--- config.mk ---
export PLATFORM = sky130hd
export DESIGN_NAME = days_between_dates_unit_flat
export DESIGN_NICKNAME = d
export VERILOG_FILES = /design/src/design/dbd_pkg.sv /design/src/design/dbd_req_if.sv /design/src/design/dbd_rsp_if.sv /design/src/design/dbd_ctrl.sv /design/src/design/dbd_datapath.sv /design/src/design/days_between_dates_unit.sv /design/src/flat_wrapper.sv
export SDC_FILE = /design/constraint.sdc
export NUM_CORES = 1
export LEC_CHECK = 0
export ABC_AREA = 1
export BUFFER_PORTS_ARGS = -buffer_cell sky130_fd_sc_hd__buf_4
export CAP_MARGIN = 20
export CORE_ASPECT_RATIO = 1.4
export CORE_MARGIN = 10
export CORE_UTILIZATION = 45
export CTS_CLUSTER_SIZE = 24
export DETAILED_ROUTE_END_ITERATION = 7
export GPL_TIMING_DRIVEN = 0
export SLEW_MARGIN = 20
export SYNTH_ARGS = -nofsm -noshare
export SYNTH_HDL_FRONTEND = slang
export SYNTH_SLANG_ARGS = --single-unit
--- constraint.sdc ---
create_clock -name clk -period 10.4 [get_ports clk]
set_input_delay 1.04 -clock clk [delete_from_list [all_inputs] [get_ports clk]]
set_output_delay 1.04 -clock clk [all_outputs]
set_load 0.01 [all_outputs]
--- src/design/dbd_pkg.sv ---
// ----------------------------------------------------------------------------
// dbd_pkg
// Shared types, constants and calendar tables for the day counting unit.
// ----------------------------------------------------------------------------
package dbd_pkg;

  localparam int YearW   = 14;
  localparam int MonthW  = 4;
  localparam int DayW    = 5;
  localparam int CountW  = 23;
  localparam int SerialW = 23;
  localparam int ProdW   = 27;
  localparam int QuotW   = 8;

  // floor(x / 100) == (x * Recip100) >> Recip100Shift for x below 43690
  localparam logic [12:0] Recip100      = 13'd5243;
  localparam int          Recip100Shift = 19;

  localparam logic [MonthW-1:0] MonthFirst = 4'd1;
  localparam logic [MonthW-1:0] MonthFeb   = 4'd2;
  localparam logic [MonthW-1:0] MonthLast  = 4'd12;

  localparam logic [CountW-1:0] CountSat  = 23'h3FFFFF;
  localparam logic [CountW-1:0] CountPast = '1;
  localparam logic [CountW-1:0] CountOne  = 23'd1;

  typedef struct packed {
    logic [YearW-1:0]  year;
    logic [MonthW-1:0] month;
    logic [DayW-1:0]   day;
  } date_t;

  typedef struct packed {
    logic load;
    logic prep;
    logic sum;
    logic sel;
    logic finish;
  } dbd_cmd_t;

  typedef struct packed {
    logic out_free;
  } dbd_status_t;

  function automatic logic [DayW-1:0] month_days(input logic [MonthW-1:0] m,
                                                 input logic leap);
    logic [DayW-1:0] r;
    r = 5'd31;
    unique case (m)
      4'd2:                    r = leap ? 5'd29 : 5'd28;
      4'd4, 4'd6, 4'd9, 4'd11: r = 5'd30;
      default:                 r = 5'd31;
    endcase
    return r;
  endfunction

  function automatic logic [8:0] days_before(input logic [MonthW-1:0] m);
    logic [8:0] r;
    r = 9'd0;
    unique case (m)
      4'd2:    r = 9'd31;
      4'd3:    r = 9'd59;
      4'd4:    r = 9'd90;
      4'd5:    r = 9'd120;
      4'd6:    r = 9'd151;
      4'd7:    r = 9'd181;
      4'd8:    r = 9'd212;
      4'd9:    r = 9'd243;
      4'd10:   r = 9'd273;
      4'd11:   r = 9'd304;
      4'd12:   r = 9'd334;
      default: r = 9'd0;
    endcase
    return r;
  endfunction

endpackage

--- src/design/dbd_req_if.sv ---
// ----------------------------------------------------------------------------
// dbd_req_if
// Request channel: a pair of dates and a counting mode.
// ----------------------------------------------------------------------------
interface dbd_req_if
  import dbd_pkg::*;
  ();
  logic              valid;
  logic              ready;
  logic              mode;
  logic [YearW-1:0]  from_year;
  logic [MonthW-1:0] from_month;
  logic [DayW-1:0]   from_day;
  logic [YearW-1:0]  to_year;
  logic [MonthW-1:0] to_month;
  logic [DayW-1:0]   to_day;

  modport source (output valid, mode, from_year, from_month, from_day,
                  to_year, to_month, to_day, input ready);
  modport sink   (input valid, mode, from_year, from_month, from_day,
                  to_year, to_month, to_day, output ready);
endinterface

--- src/design/dbd_rsp_if.sv ---
// ----------------------------------------------------------------------------
// dbd_rsp_if
// Response channel: the day count and the past flag.
// ----------------------------------------------------------------------------
interface dbd_rsp_if
  import dbd_pkg::*;
  ();
  logic              valid;
  logic              ready;
  logic [CountW-1:0] day_count;
  logic              already_past;

  modport source (output valid, day_count, already_past, input ready);
  modport sink   (input valid, day_count, already_past, output ready);
endinterface

--- src/design/dbd_ctrl.sv ---
// ----------------------------------------------------------------------------
// dbd_ctrl
// Sequencer: runs each date of an item through the serial day datapath,
// then hands the difference to the output register.
// ----------------------------------------------------------------------------
module dbd_ctrl
  import dbd_pkg::*;
(
  input  logic        clk,
  input  logic        rst,
  input  logic        req_valid,
  output logic        req_ready,
  input  dbd_status_t status,
  output dbd_cmd_t    cmd
);

  typedef enum logic [1:0] {
    S_IDLE,
    S_PREP,
    S_SUM,
    S_DONE
  } state_t;

  state_t state;
  logic   sel;

  always_ff @(posedge clk) begin
    if (rst) begin
      state     <= S_IDLE;
      sel       <= 1'b0;
      req_ready <= 1'b1;
    end else begin
      unique case (state)
        S_IDLE: begin
          if (req_valid && req_ready) begin
            state     <= S_PREP;
            sel       <= 1'b0;
            req_ready <= 1'b0;
          end
        end
        S_PREP: state <= S_SUM;
        S_SUM: begin
          if (sel) begin
            state <= S_DONE;
          end else begin
            sel   <= 1'b1;
            state <= S_PREP;
          end
        end
        S_DONE: begin
          if (status.out_free) begin
            state     <= S_IDLE;
            req_ready <= 1'b1;
          end
        end
        default: state <= S_IDLE;
      endcase
    end
  end

  always_comb begin
    cmd        = '0;
    cmd.sel    = sel;
    cmd.load   = (state == S_IDLE) && req_valid && req_ready;
    cmd.prep   = (state == S_PREP);
    cmd.sum    = (state == S_SUM);
    cmd.finish = (state == S_DONE) && status.out_free;
  end

endmodule

--- src/design/dbd_datapath.sv ---
// ----------------------------------------------------------------------------
// dbd_datapath
// Date clamping, serial day number in two stages, difference and
// output register.
// ----------------------------------------------------------------------------
module dbd_datapath
  import dbd_pkg::*;
#(
  parameter int MAX_YEAR = 9999
) (
  input  logic        clk,
  input  logic        rst,
  input  dbd_cmd_t    cmd,
  output dbd_status_t status,
  dbd_req_if.sink     req,
  dbd_rsp_if.source   rsp
);

  localparam logic [16:0]      MaxYearW = 17'(MAX_YEAR);
  localparam logic [YearW-1:0] MaxYearT = YearW'(MAX_YEAR);

  logic              mode_r;
  date_t             date_a;
  date_t             date_b;
  logic [SerialW-1:0] serial_a;
  logic [SerialW-1:0] serial_b;

  // stage one registers
  logic [YearW-1:0]   y_q;
  logic [YearW-1:0]   p_q;
  logic [MonthW-1:0]  m_q;
  logic [DayW-1:0]    d_q;
  logic [ProdW-1:0]   prod_y;
  logic [ProdW-1:0]   prod_p;
  logic [SerialW-1:0] p365;

  // output register
  logic              out_valid;
  logic [CountW-1:0] out_count;
  logic              out_past;

  date_t             cur;
  logic [YearW-1:0]  y_c;
  logic [YearW-1:0]  p_c;
  logic [MonthW-1:0] m_c;

  logic [QuotW-1:0]   q_y;
  logic [QuotW-1:0]   q_p;
  logic               leap;
  logic [DayW-1:0]    dim;
  logic [DayW-1:0]    d_c;
  logic [SerialW-1:0] serial_n;

  logic [SerialW:0]  diff;
  logic [CountW-1:0] count_n;
  logic              past_n;

  // select and clamp the current date
  always_comb begin
    cur = cmd.sel ? date_b : date_a;
    if (cur.year == '0) begin
      y_c = YearW'(1);
    end else if ({3'b000, cur.year} > MaxYearW) begin
      y_c = MaxYearT;
    end else begin
      y_c = cur.year;
    end
    p_c = y_c - YearW'(1);
    if (cur.month == '0) begin
      m_c = MonthFirst;
    end else if (cur.month > MonthLast) begin
      m_c = MonthLast;
    end else begin
      m_c = cur.month;
    end
  end

  // leap rule from quotients of y and y - 1 by 100, day clamp and serial day number
  always_comb begin
    q_y  = prod_y[Recip100Shift +: QuotW];
    q_p  = prod_p[Recip100Shift +: QuotW];
    leap = ((y_q[1:0] == 2'b00) && (q_y == q_p)) || (q_y[QuotW-1:2] != q_p[QuotW-1:2]);
    dim  = month_days(m_q, leap);
    if (d_q == '0) begin
      d_c = DayW'(1);
    end else if (d_q > dim) begin
      d_c = dim;
    end else begin
      d_c = d_q;
    end
    serial_n = p365
             + SerialW'(p_q[YearW-1:2])
             - SerialW'(q_p)
             + SerialW'(q_p[QuotW-1:2])
             + SerialW'(days_before(m_q))
             + SerialW'((m_q > MonthFeb) && leap)
             + SerialW'(d_c);
  end

  // difference and saturation
  always_comb begin
    count_n = CountOne;
    past_n  = 1'b0;
    diff    = {1'b0, serial_b} - {1'b0, serial_a};
    if (!mode_r) begin
      if (serial_a < serial_b) begin
        diff = diff + (SerialW+1)'(1);
        count_n = (diff > (SerialW+1)'(CountSat)) ? CountSat : CountW'(diff);
      end
    end else if (serial_a > serial_b) begin
      count_n = CountPast;
      past_n  = 1'b1;
    end else begin
      count_n = (diff > (SerialW+1)'(CountSat)) ? CountSat : CountW'(diff);
    end
  end

  always_ff @(posedge clk) begin
    if (cmd.load) begin
      mode_r <= req.mode;
      date_a <= '{year: req.from_year, month: req.from_month, day: req.from_day};
      date_b <= '{year: req.to_year, month: req.to_month, day: req.to_day};
    end
    if (cmd.prep) begin
      y_q    <= y_c;
      p_q    <= p_c;
      m_q    <= m_c;
      d_q    <= cur.day;
      prod_y <= ProdW'(y_c) * ProdW'(Recip100);
      prod_p <= ProdW'(p_c) * ProdW'(Recip100);
      p365   <= SerialW'(p_c) * SerialW'(365);
    end
    if (cmd.sum) begin
      if (cmd.sel) begin
        serial_b <= serial_n;
      end else begin
        serial_a <= serial_n;
      end
    end
    if (cmd.finish) begin
      out_count <= count_n;
      out_past  <= past_n;
    end
  end

  always_ff @(posedge clk) begin
    if (rst) begin
      out_valid <= 1'b0;
    end else if (cmd.finish) begin
      out_valid <= 1'b1;
    end else if (rsp.ready) begin
      out_valid <= 1'b0;
    end
  end

  assign status.out_free  = !out_valid || rsp.ready;
  assign rsp.valid        = out_valid;
  assign rsp.day_count    = out_count;
  assign rsp.already_past = out_past;

endmodule

--- src/design/days_between_dates_unit.sv ---
// ----------------------------------------------------------------------------
// days_between_dates_unit
// A new item is accepted only once the sequencer is back in S_IDLE;
// each date goes through a clamp/multiply step (S_PREP) and a summing
// step (S_SUM) in one shared serial day datapath.
// The output register frees the input side while a result waits.
// Reset clears the sequencer and the output valid flag only.
// ----------------------------------------------------------------------------
module days_between_dates_unit
  import dbd_pkg::*;
#(
  parameter int MAX_YEAR = 9999
) (
  input  logic      clk,
  input  logic      rst,
  dbd_req_if.sink   req,
  dbd_rsp_if.source rsp
);

  dbd_cmd_t    cmd;
  dbd_status_t status;

  dbd_ctrl u_ctrl (
    .clk       (clk),
    .rst       (rst),
    .req_valid (req.valid),
    .req_ready (req.ready),
    .status    (status),
    .cmd       (cmd)
  );

  dbd_datapath #(
    .MAX_YEAR (MAX_YEAR)
  ) u_datapath (
    .clk    (clk),
    .rst    (rst),
    .cmd    (cmd),
    .status (status),
    .req    (req),
    .rsp    (rsp)
  );

  a_past_value: assert property (@(posedge clk) disable iff (rst)
    rsp.valid && rsp.already_past |-> rsp.day_count == CountPast)
    else $error("past flag without minus one count");

  a_count_sign: assert property (@(posedge clk) disable iff (rst)
    rsp.valid && !rsp.already_past |-> !rsp.day_count[CountW-1])
    else $error("negative count without past flag");

  a_busy_after_accept: assert property (@(posedge clk) disable iff (rst)
    req.valid && req.ready |=> !req.ready)
    else $error("input still ready after an accepted item");

  a_finish_when_free: assert property (@(posedge clk) disable iff (rst)
    cmd.finish |-> status.out_free)
    else $error("result loaded over a pending one");

endmodule

--- src/flat_wrapper.sv ---
// flat-port wrapper written by rule: the top's interface ports become plain ports
module days_between_dates_unit_flat import dbd_pkg::*;
#(
  parameter int MAX_YEAR = 9999
)
  (clk, rst, req_valid, req_mode, req_from_year, req_from_month, req_from_day, req_to_year, req_to_month, req_to_day, req_ready, rsp_valid, rsp_day_count, rsp_already_past, rsp_ready);
  dbd_req_if req_i ();
  dbd_rsp_if rsp_i ();
  input  logic clk;
  input  logic rst;
  input wire logic [$bits(req_i.valid)-1:0] req_valid;
  input wire logic [$bits(req_i.mode)-1:0] req_mode;
  input wire logic [$bits(req_i.from_year)-1:0] req_from_year;
  input wire logic [$bits(req_i.from_month)-1:0] req_from_month;
  input wire logic [$bits(req_i.from_day)-1:0] req_from_day;
  input wire logic [$bits(req_i.to_year)-1:0] req_to_year;
  input wire logic [$bits(req_i.to_month)-1:0] req_to_month;
  input wire logic [$bits(req_i.to_day)-1:0] req_to_day;
  output wire logic [$bits(req_i.ready)-1:0] req_ready;
  output wire logic [$bits(rsp_i.valid)-1:0] rsp_valid;
  output wire logic [$bits(rsp_i.day_count)-1:0] rsp_day_count;
  output wire logic [$bits(rsp_i.already_past)-1:0] rsp_already_past;
  input wire logic [$bits(rsp_i.ready)-1:0] rsp_ready;
  assign req_i.valid = req_valid;
  assign req_i.mode = req_mode;
  assign req_i.from_year = req_from_year;
  assign req_i.from_month = req_from_month;
  assign req_i.from_day = req_from_day;
  assign req_i.to_year = req_to_year;
  assign req_i.to_month = req_to_month;
  assign req_i.to_day = req_to_day;
  assign req_ready = req_i.ready;
  assign rsp_valid = rsp_i.valid;
  assign rsp_day_count = rsp_i.day_count;
  assign rsp_already_past = rsp_i.already_past;
  assign rsp_i.ready = rsp_ready;
  days_between_dates_unit #(.MAX_YEAR(MAX_YEAR)) u_core (.clk(clk), .rst(rst), .req(req_i), .rsp(rsp_i));
endmodule
==> flow_summary.json <==
{
  "run_status": "finished clean",
  "clock-sinks": 184,
  "highest_count_cells_in_the_layout_ignoring_fill_and_taps": "sky130_fd_sc_hd__inv_1, sky130_fd_sc_hd__nand2_1, sky130_fd_sc_hd__ha_1, sky130_fd_sc_hd__fa_1, sky130_fd_sc_hd__edfxtp_1",
  "postPlaceCellArea_sq_um": 22800,
  "synth.area.mux_share_pct": 0.234,
  "post-synth-top-area-cell": "sky130_fd_sc_hd__edfxtp_1",
  "synth_compound_area_share_pct": 6.54,
  "stdcell_area_sq_um": 23400,
  "fin_crit_ps": 9690,
  "grt-ovfl-total": 0,
  "critPathMaxStageDelay_ps": 640,
  "drc": 0,
  "worstSetupPathDepth": 35,
  "dp_hpwl_mm": 44.2,
  "dominant_combinational_cell_family_by_area_after_synthesis": "adder cells",
  "initial_utilization_pct": 45.5,
  "post-route-worst-setup-slack_ps": 706,
  "filler_cell_count": 4514,
  "synth_area_per_cell_sq_um": 8.89,
  "ys_warn_count": 0,
  "globalRouteTotalUtil_pct": 18.1,
  "regToRegSetupSlack_ps": 710,
  "holdCritPathClass": "reg -> reg",
  "grt_first_pass_wirelength_mm": 82.0,
  "max-slew-margin-rel_pct": 27.8,
  "synth-adder-area-share_pct": 37.7,
  "fin_tns_setup_ps": 0,
  "grt_antenna_before_repair": 0,
  "wl_mm": 49.9,
  "finClkSkew_ps": 17.7,
  "report.final.setup_viol": 0,
  "drt_first_pass_iters": 4,
  "fin_crit_sh_pct": 93.2,
  "yosys.area_share.simple_pct": 15.3,
  "worst-r2r-cell-count": 35,
  "place_worst_setup_slack_ps": 488,
  "die_height_um": 278,
  "tritoncts": "built",
  "core_ar_sq_um": 46900,
  "synthTopCellsByArea": "sky130_fd_sc_hd__edfxtp_1, sky130_fd_sc_hd__ha_1, sky130_fd_sc_hd__fa_1, sky130_fd_sc_hd__inv_1, sky130_fd_sc_hd__nand2_1",
  "r2r-start": "u_core.u_ctrl.sel$_SDFFE_PP0P_",
  "synth_largest_type_area_fraction_pct": 25.2,
  "floorplan.die.width_um": 204,
  "required_ps": 10590,
  "number_of_global_route_vias_before_repair": 16678,
  "synth.distinct_cells": 49,
  "layout-area-overhead-vs-synth_pct": 9.50,
  "start_kind": "flop",
  "detail_route.iter0.violations": 460,
  "syn-num-nets": 2981,
  "finalHoldViolCount": 0,
  "ctsLongestPathBuffers": 2,
  "maximum_number_of_pins_on_one_net_before_global_route_repair": 30,
  "worst_skew_pair.late_latency_ps": 450,
  "rsz0062_at_grt": "no",
  "diodes": 0,
  "worst_pin_slew_ps": 1080,
  "drv_slew": 0,
  "htree_num_levels": 4,
  "vias_per_cell": 5.00,
  "crit_start": "u_core.u_ctrl.sel$_SDFFE_PP0P_",
  "synth_xor_area_share_pct": 3.65,
  "synth.yosys.seq_area_share_pct": 25.7,
  "cp_slowest_cell": "sky130_fd_sc_hd__xnor2_1",
  "yosys_register_bits": 184,
  "io-pin-count": 77,
  "drv_cap": 0,
  "synth.cell_area_sq_um": 21300,
  "synthesis.instances": 2402,
  "worst_setup_path_endpoint": "u_core.u_datapath.prod_p[23]$_DFFE_PN_",
  "synth_enable_flop_cells": 179,
  "cts_hold_buffers": 0,
  "layout-drive-gt1-share_pct": 8.12,
  "place.port_buffers": 76,
  "cpLargestDelayFamily": "adder cells",
  "clkSlewWorstSetupHoldPaths_ps": 70,
  "crit_path_frequent_cell": "sky130_fd_sc_hd__inv_1",
  "post_drt_wl_per_cell_um": 15.9,
  "yosys_most_used_dff": "sky130_fd_sc_hd__edfxtp_1",
  "place.gp.congestion": 0.925,
  "cp_max_fo": 10,
  "layout.cells.most_common": "sky130_fd_sc_hd__inv_1",
  "route.antenna.remaining_nets": 0,
  "number_of_standard_cell_rows_in_the_floorplan": 94,
  "worst_r2r_endpoint": "u_core.u_datapath.prod_p[23]$_DFFE_PN_",
  "cp.arrival_ps": 9890,
  "cts_buffers": 17,
  "max_freq_mhz": 103,
  "synth_async_sr_flop_share_pct": 0,
  "detailed_route_via_count": 15695,
  "layout.nets": 3079,
  "worst_setup_path_end_kind": "flop",
  "critical_path_class": "reg -> reg",
  "clockRootBuffer": "sky130_fd_sc_hd__clkbuf_16",
  "cp_num_buf_inv": 10,
  "die_area_sq_um": 56700
}
[Yosys cell counts, types with 27 or more instances]
master and count:
sky130_fd_sc_hd__inv_1 578, sky130_fd_sc_hd__nand2_1 432, sky130_fd_sc_hd__ha_1 336, sky130_fd_sc_hd__fa_1 192
sky130_fd_sc_hd__edfxtp_1 179, sky130_fd_sc_hd__nor2_1 117, sky130_fd_sc_hd__a21oi_1 100, sky130_fd_sc_hd__o21ai_0 97
sky130_fd_sc_hd__nand3_1 70, sky130_fd_sc_hd__xor2_1 54, sky130_fd_sc_hd__xnor2_1 30, sky130_fd_sc_hd__nand3_2 27
[cell type report]
cell class	instances	area (sq um)	area share, %
Clock buffer	17	425	1.82
Buffer	17	104	0.444
Timing Repair Buffer	79	646	2.76
Sequential cell	184	5480	23.4
Clock inverter	14	133	0.567
Tap cell	624	781	3.34
Multi-Input combinational cell	1609	13600	58.1
Inverter	592	2230	9.52
[cells by family after synthesis]
| family | Yosys count |
|---|---|
| adders and majority gates | 528 |
| AOI/OAI and AO/OA | 252 |
| buffers and inverters | 609 |
| and+or+nand+nor | 738 |
| DFF | 184 |
| muxes | 5 |
| xor gates and xnor gates | 86 |
[metal layers]
metal | part of all wire (%) | GRT usage, % | wire length (um) | up-vias
li1 | - | - | - | 7834
met1 | 35 | 17.4 | 17700 | 7564
met2 | 58 | 36.6 | 29000 | 199
met3 | 1.6 | 1.81 | 807 | 98
met4 | 5.0 | 9.29 | 2490 | 0
met5 | 0 | 0 | 0 | -
[registers in the layout (all words and copies together), names as in the netlist]
register and count:
u_core.u_datapath.date_a 23, u_core.u_datapath.date_b 23, u_core.u_datapath.rsp.day_count 23, u_core.u_datapath.serial_a 23
u_core.u_datapath.serial_b 23, u_core.u_datapath.p365 21, u_core.u_datapath.p_q 14, u_core.u_datapath.prod_p 8
u_core.u_datapath.prod_y 8, u_core.u_datapath.d_q 5, u_core.u_datapath.m_q 4, u_core.u_ctrl.state 2
u_core.u_datapath.y_q 2, u_core.u_ctrl.req_ready 1, u_core.u_ctrl.sel 1, u_core.u_datapath.mode_r 1
u_core.u_datapath.rsp.already_past 1, u_core.u_datapath.rsp.valid 1
[worst min path at each step]
stage,start,endpoint,depth (start not counted)
floorplan,u_core.u_ctrl.state[0]$_SDFFE_PP0P_,u_core.u_datapath.rsp.valid$_SDFFE_PP0P_,2
global placement,u_core.u_ctrl.req_ready$_SDFFE_PP1P_,u_core.u_ctrl.req_ready$_SDFFE_PP1P_,2
detailed placement,u_core.u_ctrl.state[0]$_SDFFE_PP0P_,u_core.u_datapath.rsp.valid$_SDFFE_PP0P_,2
CTS,u_core.u_ctrl.state[0]$_SDFFE_PP0P_,u_core.u_datapath.rsp.valid$_SDFFE_PP0P_,2
global route,u_core.u_ctrl.state[0]$_SDFFE_PP0P_,u_core.u_datapath.rsp.valid$_SDFFE_PP0P_,2
finish,u_core.u_ctrl.state[0]$_SDFFE_PP0P_,u_core.u_datapath.rsp.valid$_SDFFE_PP0P_,2
[worst register-to-register path: cells and delay by family (launching register included)]
family | cells | cell delay, ps
AOI/OAI and AO/OA | 7 | 1510
xor gates and xnor gates | 2 | 1050
adders and majority gates | 7 | 3060
buffers and inverters | 10 | 1720
DFF | 1 | 370
and+or+nand+nor | 9 | 1740
[per-stage QoR]
stage / hold slack, ps / utilization [%] / instances
2_1_floorplan: 452 / - / 2402
5_1_grt: 529 / 49.8 / 3136
4_1_cts: 492 / 49.8 / 3136
6_report: 492 / 49.8 / 3136
3_5_place_dp: 482 / 48.6 / 3105
3_3_place_gp: 474 / 48.4 / 3102
[what timing repair did]
action | CTS | global route
buffers inserted | 0 | 0
gates resized for setup | 0 | 2
setup endpoints to repair | 0 | 2
Power is left out: the tool's default activity adds up to more than one toggle a clock period on the data nets, which glitch-free logic cannot reach.
